File: config.mk
export PLATFORM = sky130hd
export DESIGN_NAME = multi_mode_line_encoder
export DESIGN_NICKNAME = d
export VERILOG_FILES = /design/src/rtl/mmle_pkg.sv /design/src/rtl/multi_mode_line_encoder.sv /design/src/rtl/mmle_front.sv /design/src/rtl/mmle_queue.sv /design/src/rtl/mmle_back.sv
export SDC_FILE = /design/constraint.sdc
export NUM_CORES = 1
export LEC_CHECK = 0
export ABC_AREA = 0
export BUFFER_PORTS_ARGS = -buffer_cell sky130_fd_sc_hd__clkbuf_2
export CAP_MARGIN = 30
export CORE_MARGIN = 5
export CORE_UTILIZATION = 40
export CTS_BUF_LIST = sky130_fd_sc_hd__clkbuf_4 sky130_fd_sc_hd__clkbuf_8 sky130_fd_sc_hd__clkbuf_16
export CTS_CLUSTER_DIAMETER = 60
export DETAILED_ROUTE_END_ITERATION = 8
export PLACE_DENSITY = 0.51
export SYNTH_ARGS = -nofsm -noshare
export SYNTH_HDL_FRONTEND = slang
export SYNTH_SLANG_ARGS = --single-unit
File: constraint.sdc
create_clock -name clk -period 12.7 [get_ports clk]
set_input_delay 1.27 -clock clk [delete_from_list [all_inputs] [get_ports clk]]
set_output_delay 1.27 -clock clk [all_outputs]
set_load 0.05 [all_outputs]
File: src/rtl/mmle_pkg.sv
// Package for the multi-mode line encoder: line code numbers, symbol levels,
// the symbol job that travels from the front end to the back end, and sizes.
// Depends on nothing.
package mmle_pkg;

  // Line code register values. AMI and the two spare codes share one arm.
  localparam logic [2:0] CODE_NRZI       = 3'd0;
  localparam logic [2:0] CODE_MANCHESTER = 3'd1;
  localparam logic [2:0] CODE_DIFF_MANCH = 3'd2;
  localparam logic [2:0] CODE_B8ZS       = 3'd4;
  localparam logic [2:0] CODE_HDB3       = 3'd5;

  localparam int MAX_SYMBOLS   = 8;
  localparam int QUEUE_DEPTH   = 4;

  typedef logic signed [1:0] level_t;

  localparam level_t LEVEL_POS  = 2'sb01;
  localparam level_t LEVEL_ZERO = 2'sb00;
  localparam level_t LEVEL_NEG  = 2'sb11;

  // One input item's worth of line symbols, first symbol in lane zero.
  typedef struct packed {
    logic [3:0]                   count;
    level_t [MAX_SYMBOLS-1:0]     syms;
  } sym_job_t;

  function automatic level_t polarity(input logic positive);
    return positive ? LEVEL_POS : LEVEL_NEG;
  endfunction

endpackage

File: src/rtl/multi_mode_line_encoder.sv
// Top level of the multi-mode line encoder (NRZ-I, Manchester, differential
// Manchester, AMI, B8ZS, HDB3). Depends on mmle_pkg, mmle_front, mmle_queue
// and mmle_back.
//
//   Channel  Handshake              Payload
//   -------  ---------------------  ------------------------------
//   input    in_valid / in_stall    req_type, data_bit
//   output   out_valid / out_stall  level (signed), last_of_run
//   config   cfg_write_en           cfg_write_data (line code)
//
// An input item is taken whenever the job queue has room, so items may
// arrive on consecutive clocks.
// The back end sends one symbol per clock while the output is not stalled,
// so sustained rate is set by the symbol sequencer. The first symbol of an
// item appears after it is written into the queue and loaded by the back end.
// Reset is synchronous and returns the line code to NRZ-I and all coding
// state to its start values; there is no clearing pass.
// A stall on the output fills the queue and then stalls the input; items that
// produce no symbol still wait for room in the queue.
module multi_mode_line_encoder #(
  parameter int QUEUE_DEPTH = mmle_pkg::QUEUE_DEPTH
) (
  input  logic             clk,
  input  logic             rst,
  input  logic             cfg_write_en,
  input  logic [2:0]       cfg_write_data,
  input  logic             in_valid,
  output logic             in_stall,
  input  logic             req_type,
  input  logic             data_bit,
  output logic             out_valid,
  input  logic             out_stall,
  output mmle_pkg::level_t level,
  output logic             last_of_run
);
  import mmle_pkg::*;

  // Jobs carry the complete symbol sequence of one item, so the back end
  // needs no knowledge of the line code in force.
  sym_job_t front_job;
  sym_job_t head_job;
  logic     push;
  logic     pop;
  logic     queue_full;
  logic     queue_empty;

  // The input stalls only when the queue cannot take another transfer.
  assign in_stall = queue_full;

  mmle_front u_front (
    .clk            (clk),
    .rst            (rst),
    .cfg_write_en   (cfg_write_en),
    .cfg_write_data (cfg_write_data),
    .in_valid       (in_valid),
    .req_type       (req_type),
    .data_bit       (data_bit),
    .queue_full     (queue_full),
    .push           (push),
    .job            (front_job)
  );

  mmle_queue #(
    .DEPTH (QUEUE_DEPTH)
  ) u_queue (
    .clk      (clk),
    .rst      (rst),
    .push     (push),
    .push_job (front_job),
    .pop      (pop),
    .head_job (head_job),
    .full     (queue_full),
    .empty    (queue_empty)
  );

  // The back end holds the current job in registers, which also serve as the
  // output stage: a stalled transfer keeps its symbol unchanged.
  mmle_back u_back (
    .clk         (clk),
    .rst         (rst),
    .head_job    (head_job),
    .queue_empty (queue_empty),
    .pop         (pop),
    .out_stall   (out_stall),
    .out_valid   (out_valid),
    .level       (level),
    .last_of_run (last_of_run)
  );

endmodule

File: src/rtl/mmle_front.sv
// Front end of the line encoder: holds the line code register and the coding
// state, and turns each accepted item into a job of line symbols.
// Depends on mmle_pkg.
module mmle_front (
  input  logic              clk,
  input  logic              rst,
  input  logic              cfg_write_en,
  input  logic [2:0]        cfg_write_data,
  input  logic              in_valid,
  input  logic              req_type,
  input  logic              data_bit,
  input  logic              queue_full,
  output logic              push,
  output mmle_pkg::sym_job_t job
);
  import mmle_pkg::*;

  logic [2:0] line_code;
  logic       nrzi_level, nrzi_level_next;
  logic       dm_level, dm_level_next;
  logic       pulse_positive, pulse_positive_next;
  logic       hdb3_even, hdb3_even_next;
  logic [2:0] zero_run, zero_run_next;

  logic       accept;
  logic [3:0] run;
  logic [2:0] lead_zeros;
  logic [2:0] tail_len;
  level_t     tail [4];
  logic       b8zs_burst;
  logic       dm_first;
  level_t     next_pulse;

  assign accept     = in_valid && !queue_full;
  assign run        = {1'b0, zero_run} + 4'd1;
  assign next_pulse = pulse_positive ? LEVEL_NEG : LEVEL_POS;
  assign dm_first   = data_bit ? dm_level : !dm_level;

  always_comb begin
    nrzi_level_next     = nrzi_level;
    dm_level_next       = dm_level;
    pulse_positive_next = pulse_positive;
    hdb3_even_next      = hdb3_even;
    zero_run_next       = zero_run;
    lead_zeros          = 3'd0;
    tail_len            = 3'd0;
    b8zs_burst          = 1'b0;
    for (int t = 0; t < 4; t++) begin
      tail[t] = LEVEL_ZERO;
    end
    if (req_type) begin
      // End of stream: release the held zeros and return to the start state.
      lead_zeros          = zero_run;
      nrzi_level_next     = 1'b0;
      dm_level_next       = 1'b1;
      pulse_positive_next = 1'b0;
      hdb3_even_next      = 1'b1;
      zero_run_next       = 3'd0;
    end else begin
      unique case (line_code)
        CODE_NRZI: begin
          zero_run_next   = 3'd0;
          nrzi_level_next = nrzi_level ^ data_bit;
          tail[0]         = polarity(nrzi_level ^ data_bit);
          tail_len        = 3'd1;
        end
        CODE_MANCHESTER: begin
          zero_run_next = 3'd0;
          tail[0]       = polarity(data_bit);
          tail[1]       = polarity(!data_bit);
          tail_len      = 3'd2;
        end
        CODE_DIFF_MANCH: begin
          zero_run_next = 3'd0;
          tail[0]       = polarity(dm_first);
          tail[1]       = polarity(!dm_first);
          tail_len      = 3'd2;
          dm_level_next = !dm_first;
        end
        CODE_B8ZS: begin
          if (data_bit) begin
            lead_zeros          = zero_run;
            zero_run_next       = 3'd0;
            tail[0]             = next_pulse;
            tail_len            = 3'd1;
            pulse_positive_next = !pulse_positive;
          end else if (run >= 4'(MAX_SYMBOLS)) begin
            b8zs_burst    = 1'b1;
            zero_run_next = 3'd0;
          end else begin
            zero_run_next = run[2:0];
          end
        end
        CODE_HDB3: begin
          if (data_bit) begin
            lead_zeros          = zero_run;
            zero_run_next       = 3'd0;
            tail[0]             = next_pulse;
            tail_len            = 3'd1;
            pulse_positive_next = !pulse_positive;
            hdb3_even_next      = !hdb3_even;
          end else if (run >= 4'd4) begin
            // Any surplus left from a longer run is sent as plain zeros first.
            lead_zeros = 3'(run - 4'd4);
            tail_len   = 3'd4;
            if (hdb3_even) begin
              tail[0]             = polarity(!pulse_positive);
              tail[3]             = polarity(!pulse_positive);
              pulse_positive_next = !pulse_positive;
            end else begin
              tail[3] = polarity(pulse_positive);
            end
            hdb3_even_next = 1'b1;
            zero_run_next  = 3'd0;
          end else begin
            zero_run_next = run[2:0];
          end
        end
        default: begin
          // AMI, and the spare codes which behave as AMI.
          lead_zeros    = zero_run;
          zero_run_next = 3'd0;
          tail_len      = 3'd1;
          if (data_bit) begin
            tail[0]             = next_pulse;
            pulse_positive_next = !pulse_positive;
          end
        end
      endcase
    end
  end

  always_comb begin
    logic [3:0] k;
    k = 4'd0;
    if (b8zs_burst) begin
      job.count   = 4'(MAX_SYMBOLS);
      job.syms[0] = LEVEL_ZERO;
      job.syms[1] = LEVEL_ZERO;
      job.syms[2] = LEVEL_ZERO;
      job.syms[3] = polarity(pulse_positive);
      job.syms[4] = polarity(!pulse_positive);
      job.syms[5] = LEVEL_ZERO;
      job.syms[6] = polarity(!pulse_positive);
      job.syms[7] = polarity(pulse_positive);
    end else begin
      job.count = {1'b0, lead_zeros} + {1'b0, tail_len};
      for (int i = 0; i < MAX_SYMBOLS; i++) begin
        k = 4'(i) - {1'b0, lead_zeros};
        if (4'(i) < {1'b0, lead_zeros}) begin
          job.syms[i] = LEVEL_ZERO;
        end else if (k < {1'b0, tail_len}) begin
          job.syms[i] = tail[k[1:0]];
        end else begin
          job.syms[i] = LEVEL_ZERO;
        end
      end
    end
  end

  assign push = accept && (job.count != 4'd0);

  always_ff @(posedge clk) begin
    if (rst) begin
      line_code      <= CODE_NRZI;
      nrzi_level     <= 1'b0;
      dm_level       <= 1'b1;
      pulse_positive <= 1'b0;
      hdb3_even      <= 1'b1;
      zero_run       <= 3'd0;
    end else begin
      if (cfg_write_en) begin
        line_code <= cfg_write_data;
      end
      if (accept) begin
        nrzi_level     <= nrzi_level_next;
        dm_level       <= dm_level_next;
        pulse_positive <= pulse_positive_next;
        hdb3_even      <= hdb3_even_next;
        zero_run       <= zero_run_next;
      end
    end
  end

endmodule

File: src/rtl/mmle_queue.sv
// Short first-in first-out queue of symbol jobs between front and back end.
// Depends on mmle_pkg.
module mmle_queue #(
  parameter int DEPTH = mmle_pkg::QUEUE_DEPTH
) (
  input  logic               clk,
  input  logic               rst,
  input  logic               push,
  input  mmle_pkg::sym_job_t push_job,
  input  logic               pop,
  output mmle_pkg::sym_job_t head_job,
  output logic               full,
  output logic               empty
);
  import mmle_pkg::*;

  localparam int PTR_W = (DEPTH > 1) ? $clog2(DEPTH) : 1;
  localparam int CNT_W = $clog2(DEPTH + 1);

  sym_job_t           jobs [DEPTH];
  logic [PTR_W-1:0]   wr_ptr;
  logic [PTR_W-1:0]   rd_ptr;
  logic [CNT_W-1:0]   fill;

  assign full     = (fill == CNT_W'(DEPTH));
  assign empty    = (fill == '0);
  assign head_job = jobs[rd_ptr];

  always_ff @(posedge clk) begin
    if (push) begin
      jobs[wr_ptr] <= push_job;
    end
  end

  always_ff @(posedge clk) begin
    if (rst) begin
      wr_ptr <= '0;
      rd_ptr <= '0;
      fill   <= '0;
    end else begin
      if (push) begin
        wr_ptr <= (wr_ptr == PTR_W'(DEPTH - 1)) ? '0 : wr_ptr + PTR_W'(1);
      end
      if (pop) begin
        rd_ptr <= (rd_ptr == PTR_W'(DEPTH - 1)) ? '0 : rd_ptr + PTR_W'(1);
      end
      if (push && !pop) begin
        fill <= fill + CNT_W'(1);
      end else if (pop && !push) begin
        fill <= fill - CNT_W'(1);
      end
    end
  end

  a_no_overflow: assert property (@(posedge clk) disable iff (rst) push |-> !full)
    else $error("queue written while full");
  a_no_underflow: assert property (@(posedge clk) disable iff (rst) pop |-> !empty)
    else $error("queue read while empty");
  a_fill_bound: assert property (@(posedge clk) disable iff (rst)
    fill <= CNT_W'(DEPTH))
    else $error("queue fill beyond depth");

endmodule

File: src/rtl/mmle_back.sv
// Back end of the line encoder: takes jobs from the queue and sends their
// symbols one per clock on the output channel while it is not stalled. Depends on mmle_pkg.
module mmle_back (
  input  logic               clk,
  input  logic               rst,
  input  mmle_pkg::sym_job_t head_job,
  input  logic               queue_empty,
  output logic               pop,
  input  logic               out_stall,
  output logic               out_valid,
  output mmle_pkg::level_t   level,
  output logic               last_of_run
);
  import mmle_pkg::*;

  sym_job_t   cur;
  logic       cur_valid;
  logic [2:0] idx;
  logic       fire;
  logic       load;

  assign out_valid   = cur_valid;
  assign level       = cur.syms[idx];
  assign last_of_run = ({1'b0, idx} == (cur.count - 4'd1));
  assign fire        = cur_valid && !out_stall;
  assign load        = !cur_valid || (fire && last_of_run);
  assign pop         = load && !queue_empty;

  always_ff @(posedge clk) begin
    if (pop) begin
      cur <= head_job;
    end
  end

  always_ff @(posedge clk) begin
    if (rst) begin
      cur_valid <= 1'b0;
      idx       <= 3'd0;
    end else begin
      if (load) begin
        cur_valid <= !queue_empty;
        idx       <= 3'd0;
      end else if (fire) begin
        idx <= idx + 3'd1;
      end
    end
  end

  a_idx_in_job: assert property (@(posedge clk) disable iff (rst)
    cur_valid |-> (cur.count != 4'd0) && ({1'b0, idx} < cur.count))
    else $error("symbol index outside the current job");
  a_advance: assert property (@(posedge clk) disable iff (rst)
    (fire && !last_of_run) |=> cur_valid && (idx == $past(idx) + 3'd1))
    else $error("symbol sequencer did not advance");
  a_level_code: assert property (@(posedge clk) disable iff (rst)
    cur_valid |-> (level != 2'sb10))
    else $error("illegal line level");

endmodule
==> results of run 1 <==
## synth_stat cells, drive strengths merged, types with 3 or more instances
library cell | n | area (um^2)
nand2b | 7 | 43.8
o31ai | 3 | 36.3
clkbuf | 15 | 58.8
dfxtp | 21 | 420
xor2 | 4 | 35.0
o21ba | 3 | 30.0
or3 | 5 | 36.3
o21a | 3 | 22.5
nor3 | 10 | 50.1
ha | 36 | 450
mux2i | 9 | 90.1
nand2 | 16 | 60.1
xnor2 | 6 | 52.6
and2 | 10 | 62.6
buf | 5 | 20.0
nand3 | 12 | 60.1
inv | 29 | 109
nor2b | 7 | 43.8
nor3b | 4 | 30.0
nor2 | 29 | 109
o21ai | 16 | 80.1
fa | 3 | 60.1
or4 | 4 | 30.0
mux2 | 3 | 37.5
a211oi | 4 | 30.0
mux4 | 24 | 541
a41oi | 3 | 26.3
a31oi | 6 | 37.5
edfxtp | 100 | 3000
a21oi | 17 | 85.1
## power groups by stage
stage	registers, mW	clock network [mW]	logic, mW
finish	0.521	0.462	0.218
CTS	0.522	0.472	0.223
floorplan	0.522	0	0.173
detailed placement	0.530	0	0.222
global placement	0.531	0	0.213
global route	0.527	0.490	0.243
## cells by family after synthesis
kind of cell	after synthesis	share of synthesized area
compound gates	80	0.0936
buf+inv	49	0.0310
mux	36	0.110
fa+ha+maj	39	0.0843
xor+xnor	10	0.0145
flops	121	0.565
simple gates	115	0.101
## cell type report
type | count | share of cell area
clock buffers | 24 | 0.0782
clock inverters | 8 | 0.00774
inverters | 29 | 0.0157
multi-input cells | 280 | 0.352
flip-flops and latches | 121 | 0.493
well taps | 188 | 0.0339
repair buffers | 19 | 0.0198
## stage by stage
step                power, mW  hold WS, ns
floorplan               0.695        0.462
global placement        0.744        0.477
detailed placement      0.753        0.506
CTS                      1.22        0.513
global route             1.26        0.537
finish                   1.20        0.513
## layer usage
layer  wire length, um  part of all wire
met1              5280              0.45
met2              5740              0.49
met3               489             0.042
met4               257             0.022
met5                 0                 0
## placed cells by master, fill, tap and decap left out, types with 7 or more instances in the layout
cell,count
inv_1,29
edfxtp_1,100
nor2b_1,7
clkbuf_16,20
clkbuf_2,14
a21oi_1,17
nand2b_1,7
o21ai_0,15
nor3_1,10
nand2_1,16
dfxtp_1,21
mux2i_1,9
mux4_2,24
nand3_1,12
ha_1,36
and2_1,10
nor2_1,29
## worst max-delay path by stage
stage / slack, ns / start / to
6_report: 7.29 / data_bit / u_queue.fill[2]$_SDFFE_PP0P_
5_1_grt: 6.97 / u_front.line_code[0]$_SDFFE_PP0P_ / u_queue.fill[2]$_SDFFE_PP0P_
4_1_cts: 7.30 / data_bit / u_queue.fill[2]$_SDFFE_PP0P_
2_1_floorplan: 7.54 / data_bit / u_queue.fill[2]$_SDFFE_PP0P_
3_5_place_dp: 6.86 / data_bit / u_queue.fill[2]$_SDFFE_PP0P_
3_3_place_gp: 7.01 / data_bit / u_queue.fill[2]$_SDFFE_PP0P_
## state kept, by name, indices dropped and copies added (netlist names)
signal	flops
u_back.cur	20
u_back.idx	3
u_back.out_valid	1
u_front.dm_level	1
u_front.hdb3_even	1
u_front.line_code	3
u_front.nrzi_level	1
u_front.pulse_positive	1
u_front.zero_run	3
u_queue.fill	3
u_queue.jobs	80
u_queue.rd_ptr	2
u_queue.wr_ptr	2
## worst max-delay path: cells and delay by family
kind	cells	cell delay, ns
buffers and inverters	3	0.33
xor gates and xnor gates	2	0.39
adders and majority gates	4	1.38
AOI/OAI and AO/OA	2	0.69
and+or+nand+nor	5	1.68
==> results.sh, run 1 <==
export IMPL_status="finished, final reports clean"
export IMPL_num_fill_cells=1322
export IMPL_power_leakage_nw=2.45
export IMPL_grtUsageTotal=0.144
export IMPL_period_share=0.426
export IMPL_path_cells="clkbuf_2, or3_4, or4b_1, nand2_1, ha_1, inv_1, fa_1, xnor2_1, nor3b_1, a41oi_1, ha_1, inv_1, fa_1, xor2_1, or3_1, a21oi_1"
export IMPL_hold_buffers=0
export IMPL_busiest_layer="met2"
export IMPL_end_kind="register"
export IMPL_rsz0062_at_grt="false"
export IMPL_r2r_end="u_queue.fill[2]$_SDFFE_PP0P_"
export IMPL_tightest_slew_ns=1.01
export IMPL_gp_congestion=0.841
export IMPL_dp_final_hpwl_mm=8.73
export IMPL_grt_first_pass_wirelength_mm=19.7
export IMPL_placed_cells=637
export IMPL_setup_ws_ns=7.29
export IMPL_clockPowerShare=0.385
export IMPL_wire_per_inst_um=17.6
export IMPL_syn_area_per_cell_um2=13.5
export IMPL_final_layout_size_suffix_gt1_frac=0.177
export IMPL_synthToLayoutAreaGrowth_pct=14.7
export IMPL_fin_crit_ns=5.41
export IMPL_peakVddDrop_mv=0.0948
export IMPL_register_area_um2=3420
export IMPL_synth_top_flop_cell="edfxtp_1"
export IMPL_r2r_slack_ns=7.34
export IMPL_cts_buffers=17
export IMPL_power_internal_mw=0.886
export IMPL_io_buffers=14
export IMPL_clock_skew_ns=0.0111
export IMPL_clock_sinks=121
export IMPL_drv_cap=0
export IMPL_drcViolationCount=0
export IMPL_ys_types=62
export IMPL_rows=45
export IMPL_synth_edff_count=100
export IMPL_ys_ff_latch=121
export IMPL_grt_util_met2=0.232
export IMPL_postSynth_asyncResetShare=0
export IMPL_ant_nets=0
export IMPL_die_y_um=133
export IMPL_post_cts_buffers=0
export IMPL_dieArea_um2=17700
export IMPL_hold_class="reg -> reg"
export IMPL_drt_total_wl_mm=11.8
export IMPL_cts_buffer_depth=2
export IMPL_grt_overflow=0
export IMPL_finalSetupViolations=0
export IMPL_critPathKind="in -> reg"
export IMPL_multi_input_area_um2=2450
export IMPL_grt_pass1_vias=3734
export IMPL_drt_pass1_iter_count=4
export IMPL_cts_tree="done"
export IMPL_cp_required_ns=13.04
export IMPL_yosysSeqAreaShare=0.565
export IMPL_hold_viol=0
export IMPL_max_slew_margin_rel=0.328
export IMPL_hold_path_end="u_queue.fill[2]$_SDFFE_PP0P_"
export IMPL_seqPwrFrac=0.434
export IMPL_grt_use_met3=0.0426
export IMPL_synth_net_count=499
export IMPL_preCtsSetupSlack_ns=6.86
export IMPL_utilization=0.462
export IMPL_reg2regPathDepth=14
export IMPL_htreeDepth=4
export IMPL_min_from="u_queue.fill[2]$_SDFFE_PP0P_"
export IMPL_instances_no_fill=669
export IMPL_clkLatencyLatePin_ns=0.41
export IMPL_power_density_nw_per_um2=173
export IMPL_clk_pin_slew_ns=0.05
export IMPL_grt_use_met1=0.181
export IMPL_hold_depth=2
export IMPL_final_nets=517
export IMPL_setup_tns_ns=0
export IMPL_drt_initial_drc_count=114
export IMPL_regToRegStartpoint="u_front.line_code[0]$_SDFFE_PP0P_"
export IMPL_p_switching_mw=0.314
export IMPL_switching_share=0.262
export IMPL_antenna_found_initial=0
export IMPL_cts_root_buf="clkbuf_16"
export IMPL_critical_path_peak_fanout=14
export IMPL_antennaDiodeCount=0
export IMPL_arrival_ns=5.75
export IMPL_die_w_um=133
export IMPL_grt_max_degree=24
export IMPL_slowest_stage="or4b_1"
export IMPL_vias=3674
export IMPL_power_frac_comb=0.181
export IMPL_netlist_area_um2=6060
export IMPL_synth_cells=450
export IMPL_fmax_mhz=185
export IMPL_ys_warn_count=0
export IMPL_cts_resized=0
export IMPL_design_area_um2=6950
export IMPL_cp_start_kind="input pin"
export IMPL_via_per_inst=5.49
export IMPL_core_area_um2=15000
export IMPL_start_util=0.403
export IMPL_placed_area_um2=6350
export IMPL_slowest_delay_ns=0.66
export IMPL_pin_count=15
export IMPL_slew_violations=0
Power figures use the tool's default switching activity.
==> inputs of run 2 (changes only) <==
Settings changed: ABC_AREA 0 to 1.
Clock period 12.7 ns to 5.1 ns, I/O delays scaled along.
==> run 2 against run 1 <==
Effect of this change:
- clock-buffer cell count shrank 6
- global-route usage grew 1.4 points
- combinational power grew to 4.2 times the previous value
- core utilization shrank 0.20 points
- clock skew shrank 0.0021 ns
- via count grew 15%
- synthesized cell count grew 37%
- final cell count grew 25%
- critical path type is now reg -> reg
- register-to-register slack lost 6.0 ns
- largest power group unchanged
- first-iteration DRC count grew 140%
- setup slack lost 6.0 ns
- sequential share of layout area grew 0.21 points
==> results.sh, run 2 <==
export IMPL_status="finished, final reports clean"
export IMPL_register_area_um2=3420
export IMPL_peakVddDrop_mv=0.217
export IMPL_ant_nets=0
export IMPL_ys_ff_latch=121
export IMPL_post_cts_buffers=0
export IMPL_synth_net_count=665
export IMPL_die_y_um=133
export IMPL_final_layout_size_suffix_gt1_frac=0.114
export IMPL_slowest_stage="fa_1"
export IMPL_reg_top3="u_queue.jobs (80), u_back.cur (20)"
export IMPL_grt_util_met2=0.253
export IMPL_syn_area_per_cell_um2=9.84
export IMPL_final_nets=689
export IMPL_grtUsageTotal=0.158
export IMPL_switching_share=0.325
export IMPL_clk_pin_slew_ns=0.05
export IMPL_power_density_nw_per_um2=488
export IMPL_pin_count=15
export IMPL_critical_path_peak_fanout=10
export IMPL_hold_buffers=0
export IMPL_synth_top_flop_cell="edfxtp_1"
export IMPL_period_share=0.742
export IMPL_path_cells="ha_1, inv_1, nand2_1, nand3_1, nand2_4, o21ai_4, inv_2, fa_1, xnor2_1, nor2_1, nand4_1, nand2_2, inv_2, ha_1, inv_1, fa_1, nor2_1, nor2_1, nand2_1, o21ai_0, a21oi_1"
export IMPL_cts_buffers=17
export IMPL_fin_crit_ns=3.79
export IMPL_final_common_cell="edfxtp_1"
export IMPL_synthTopCellsByArea="edfxtp_1 50%, ha_1 7.4%, dfxtp_1 6.9%"
export IMPL_cts_root_buf="clkbuf_16"
export IMPL_synth_commonest_cells="100 x edfxtp_1, 99 x nor2_1, 87 x nand2_1"
export IMPL_via_per_inst=5.05
export IMPL_grt_use_met1=0.207
export IMPL_grt_use_met3=0.0483
export IMPL_drt_total_wl_mm=13.1
export IMPL_die_w_um=133
export IMPL_power_internal_mw=2.28
export IMPL_drt_pass1_iter_count=4
export IMPL_ys_warn_count=0
export IMPL_clock_skew_ns=0.00896
export IMPL_synth_edff_count=100
export IMPL_final_cell_mix="100 x edfxtp_1, 98 x nor2_1, 87 x nand2_1, 63 x o21ai_0, 58 x inv_1"
export IMPL_cp_required_ns=5.44
export IMPL_setup_tns_ns=0
export IMPL_largest_reg_flops=80
export IMPL_grt_max_degree=45
export IMPL_grt_overflow=0
export IMPL_max_slew_margin_rel=0.512
export IMPL_num_fill_cells=1410
export IMPL_finalSetupViolations=0
export IMPL_hold_viol=0
export IMPL_cts_buffer_depth=2
export IMPL_cts_tree="done"
export IMPL_clkLatencyLatePin_ns=0.41
export IMPL_hold_class="in -> reg"
export IMPL_dieArea_um2=17700
export IMPL_antenna_found_initial=0
export IMPL_cp_start_kind="register"
export IMPL_htreeDepth=4
export IMPL_postSynth_asyncResetShare=0
export IMPL_power_leakage_nw=2.79
export IMPL_dp_final_hpwl_mm=9.18
export IMPL_grt_first_pass_wirelength_mm=21.7
export IMPL_power_frac_comb=0.273
export IMPL_io_buffers=14
export IMPL_slew_violations=0
export IMPL_placed_area_um2=6370
export IMPL_regMostFlops="u_queue.jobs"
export IMPL_critPathKind="reg -> reg"
export IMPL_wire_per_inst_um=15.6
export IMPL_antennaDiodeCount=0
export IMPL_netlist_area_um2=6060
export IMPL_busiest_layer="met2"
export IMPL_slowest_delay_ns=0.49
export IMPL_worst_path_most_repeated_cell="nor2_1"
export IMPL_vias=4233
export IMPL_tightest_slew_ns=0.732
export IMPL_clockPowerShare=0.326
export IMPL_drt_initial_drc_count=269
export IMPL_yosysSeqAreaShare=0.565
export IMPL_rsz0062_at_grt="false"
export IMPL_end_kind="register"
export IMPL_clock_sinks=121
export IMPL_seqPwrFrac=0.401
export IMPL_start_util=0.403
export IMPL_multi_input_area_um2=2320
export IMPL_drcViolationCount=0
export IMPL_synthToLayoutAreaGrowth_pct=14.1
export IMPL_arrival_ns=4.12
export IMPL_fmax_mhz=264
export IMPL_ys_types=37
export IMPL_core_area_um2=15000
export IMPL_p_switching_mw=1.10
export IMPL_synth_cells=616
export IMPL_rows=45
export IMPL_synth_area_leader_cell="edfxtp_1"
export IMPL_cts_resized=0
export IMPL_yosysTopAreaCellShare=0.495
export IMPL_grt_pass1_vias=4149
export IMPL_yosysMostFrequentCell="edfxtp_1"
export IMPL_gp_congestion=0.895
export IMPL_design_area_um2=6920
export IMPL_drv_cap=0
run 2: cell count changes after synthesis, moves of 17 or more:
cell	change
nor2_1	+70
nand3_1	+17
inv_1	+29
nand2_1	+71
o21ai_0	+48
o22ai_1	+22
mux4_2	-24
run 2: final timing paths:
path                                             to  cells after the start                        startpoint  slack [ns]
setup / recovery       u_queue.fill[2]$_SDFFE_PP0P_                     21  u_front.zero_run[0]$_SDFFE_PP0P_        1.31
hold / removal    u_front.line_code[1]$_SDFFE_PP0P_                      3                 cfg_write_data[1]        0.39
setup reg to reg       u_queue.fill[2]$_SDFFE_PP0P_                     21  u_front.zero_run[0]$_SDFFE_PP0P_        1.31
hold reg to reg        u_queue.fill[1]$_SDFFE_PP0P_                      2      u_queue.fill[1]$_SDFFE_PP0P_        0.49
run 2: worst max-delay path, delay by kind of cell (launching register included):
family | cells | cell delay (ns)
compound gates | 3 | 0.52
xor+xnor | 1 | 0.23
fa+ha+maj | 4 | 1.32
buf+inv | 4 | 0.42
flops | 1 | 0.35
simple gates | 9 | 0.86
run 2: power by group through the flow:
stage / Clock, mW / Combinational [mW] / Sequential [mW]
2_1_floorplan: 0 / 0.659 / 1.37
3_3_place_gp: 0 / 0.898 / 1.37
3_5_place_dp: 0 / 0.932 / 1.38
4_1_cts: 1.13 / 0.935 / 1.36
5_1_grt: 1.18 / 1.05 / 1.37
6_report: 1.10 / 0.922 / 1.35
run 2: metrics by stage:
step                hold WS [ns]  setup WS, ns   util  std cells  power (mW)
global route               0.394         0.984  0.460        839        3.59
floorplan                  0.459          1.50      -        616        2.03
detailed placement         0.489          1.26  0.424        809        2.31
finish                     0.387          1.31  0.460        839        3.38
CTS                        0.361          1.33  0.460        839        3.42
global placement           0.480          1.35  0.422        808        2.27
run 2: logic make-up (layout without fill, tap and decap cells):
| group | after synthesis | count (layout) | synth area share |
|---|---|---|---|
| simple gates | 241 | 241 | 0.171 |
| compound gates | 127 | 127 | 0.119 |
| flops | 121 | 121 | 0.565 |
| buf+inv | 82 | 117 | 0.0524 |
| fa+ha+maj | 39 | 39 | 0.0842 |
| xor+xnor | 6 | 6 | 0.00867 |
run 2: final cells by class:
type | instances | share of cell area
Sequential cell | 121 | 0.495
Multi-Input combinational cell | 413 | 0.336
Clock inverter | 12 | 0.0159
Timing Repair Buffer | 21 | 0.0206
Clock buffer | 18 | 0.0626
Tap cell | 188 | 0.0340
Inverter | 66 | 0.0362
run 2: per-layer routing:
| layer | up-vias | routed length, um |
|---|---|---|
| met4 | 0 | 117 |
| met5 | - | 0 |
| li1 | 2174 | - |
| met1 | 1986 | 6210 |
| met2 | 65 | 6270 |
| met3 | 8 | 468 |
==> inputs of run 3 (changes only) <==
Clock period 5.1 ns to 3.9 ns, I/O delays scaled along.
==> run 3 against run 2 <==
Effect of this change:
- clock skew about the same
- worst hold slack worse by 0.12 ns
- critical path type unchanged
- first-iteration DRC count down 5.2%
- power up 29%
- sequential share of layout area up 0.090 points
- clock-buffer cell count up 1
==> results.sh, run 3 (same netlist as run 2, synthesis figures left out) <==
export IMPL_fmax_mhz=280
export IMPL_cts_buffers=17
export IMPL_regMostFlops="u_queue.jobs"
export IMPL_finalSetupViolations=0
export IMPL_largest_reg_flops=80
export IMPL_critPathKind="reg -> reg"
export IMPL_period_share=0.917
export IMPL_start_util=0.403
export IMPL_holdWs_ns=0.265
export IMPL_final_layout_size_suffix_gt1_frac=0.121
export IMPL_grt_max_degree=44
export IMPL_num_fill_cells=1391
export IMPL_power_density_nw_per_um2=631
export IMPL_drv_cap=0
export IMPL_drt_total_wl_mm=13.3
export IMPL_clock_skew_ns=0.00875
export IMPL_io_buffers=14
export IMPL_antenna_found_initial=0
export IMPL_drt_pass1_iter_count=4
export IMPL_final_common_cell="edfxtp_1"
export IMPL_pin_count=15
export IMPL_clk_pin_slew_ns=0.06
export IMPL_gp_congestion=0.913
export IMPL_status="finished, final reports clean"
export IMPL_peakVddDrop_mv=0.332
export IMPL_final_nets=691
export IMPL_max_slew_margin_rel=0.486
export IMPL_arrival_ns=3.91
export IMPL_grt_use_met1=0.202
export IMPL_setup_tns_ns=0
export IMPL_drt_initial_drc_count=255
export IMPL_slew_violations=0
export IMPL_htreeDepth=4
export IMPL_die_y_um=133
export IMPL_regToRegStartpoint="u_front.line_code[2]$_SDFFE_PP0P_"
export IMPL_cp_start_kind="register"
export IMPL_end_kind="register"
export IMPL_synthToLayoutAreaGrowth_pct=13.9
export IMPL_ant_nets=0
export IMPL_utilization=0.459
export IMPL_grtUsageTotal=0.156
export IMPL_power_leakage_nw=2.80
export IMPL_cp_required_ns=4.24
export IMPL_antennaDiodeCount=0
export IMPL_hold_depth=3
export IMPL_r2r_end="u_queue.fill[2]$_SDFFE_PP0P_"
export IMPL_clock_sinks=121
export IMPL_grt_pass1_vias=4128
export IMPL_dieArea_um2=17700
export IMPL_reg2regPathDepth=20
export IMPL_dp_final_hpwl_mm=9.20
export IMPL_drcViolationCount=0
export IMPL_vias=4307
export IMPL_core_area_um2=15000
export IMPL_hold_class="in -> reg"
export IMPL_reg_top3="u_queue.jobs (80), u_back.cur (20)"
export IMPL_busiest_layer="met2"
export IMPL_r2r_slack_ns=0.32
export IMPL_rsz0062_at_grt="false"
export IMPL_hold_viol=0
export IMPL_die_w_um=133
export IMPL_grt_use_met3=0.0400
export IMPL_cts_buffer_depth=2
export IMPL_clkLatencyLatePin_ns=0.41
export IMPL_cts_root_buf="clkbuf_16"
export IMPL_grt_first_pass_wirelength_mm=21.3
export IMPL_grt_overflow=0
export IMPL_final_cell_mix="100 x edfxtp_1, 98 x nor2_1, 87 x nand2_1, 63 x o21ai_0, 58 x inv_1"
export IMPL_grt_util_met2=0.253
export IMPL_critical_path_peak_fanout=8
export IMPL_rows=45
export IMPL_hold_path_end="u_front.line_code[1]$_SDFFE_PP0P_"
export IMPL_via_per_inst=5.12
export IMPL_fin_crit_ns=3.58
export IMPL_total_power_mw=4.36
export IMPL_tightest_slew_ns=0.770
export IMPL_min_from="cfg_write_data[1]"
export IMPL_cts_tree="done"
export IMPL_wire_per_inst_um=15.8
-- run 3: power breakdown --
part	internal, mW	switching (mW)
Sequential	1.69	0.0831
Clock	0.867	0.523
Combinational	0.349	0.845
Total	2.91	1.45
-- run 3: stage by stage --
stage               worst slack (ns)  instance area, um^2  instances
global placement               0.261                 6370        811
CTS                            0.218                 6900        842
finish                         0.324                 6910        842
floorplan                      0.420                 6060        616
detailed placement             0.158                 6370        811
global route                  0.0651                 6910        842
-- run 3: layer usage --
| layer | vias up | part of all wire |
|---|---|---|
| met3 | 8 | 0.029 |
| met5 | - | 0 |
| met1 | 2048 | 0.48 |
| li1 | 2177 | - |
| met4 | 0 | 0.0086 |
| met2 | 74 | 0.49 |
-- run 3: final cells by class --
type,count,area [um^2],share of cell area
multi-input combinational,413,2330,0.338
clock inverter,12,85.1,0.0123
clock buffer,19,440,0.0638
timing repair buffer,23,138,0.0199
inverter,66,250,0.0362
tap,188,235,0.0341
sequential,121,3420,0.496
-- run 3: worst max path at each step --
stage | endpoint | startpoint | slack (ns)
final | u_queue.fill[2]$_SDFFE_PP0P_ | u_front.line_code[2]$_SDFFE_PP0P_ | 0.32
after global routing | u_queue.fill[2]$_SDFFE_PP0P_ | u_front.zero_run[0]$_SDFFE_PP0P_ | 0.07
after CTS | u_queue.fill[2]$_SDFFE_PP0P_ | u_front.line_code[0]$_SDFFE_PP0P_ | 0.22
after detailed placement | u_queue.fill[2]$_SDFFE_PP0P_ | data_bit | 0.16
after global placement | u_queue.fill[2]$_SDFFE_PP0P_ | data_bit | 0.26
after floorplan | u_queue.jobs[0][0]$_DFFE_PP_ | req_type | 0.42
-- run 3: timing repair --
action	in CTS	in global routing
buffers inserted	0	0
gates resized for setup	0	2
hold buffers	0	0
setup endpoints to repair	0	1
hold endpoints to repair	0	0
-- run 3: worst max-delay path: stages, from the launching register on --
cell and delay [ns]:
dfxtp_1 0.46, inv_2 0.14, nand2_1 0.15, o211ai_1 0.11
a21oi_1 0.27, ha_1 0.25, inv_1 0.08, fa_2 0.39
xnor2_2 0.19, nor2_1 0.05, nand4_1 0.09, nand2_2 0.12
inv_2 0.11, ha_1 0.14, inv_1 0.07, fa_1 0.44
nor2_1 0.11, nor2_1 0.05, nand2_1 0.07, o21ai_0 0.07
a21oi_1 0.14
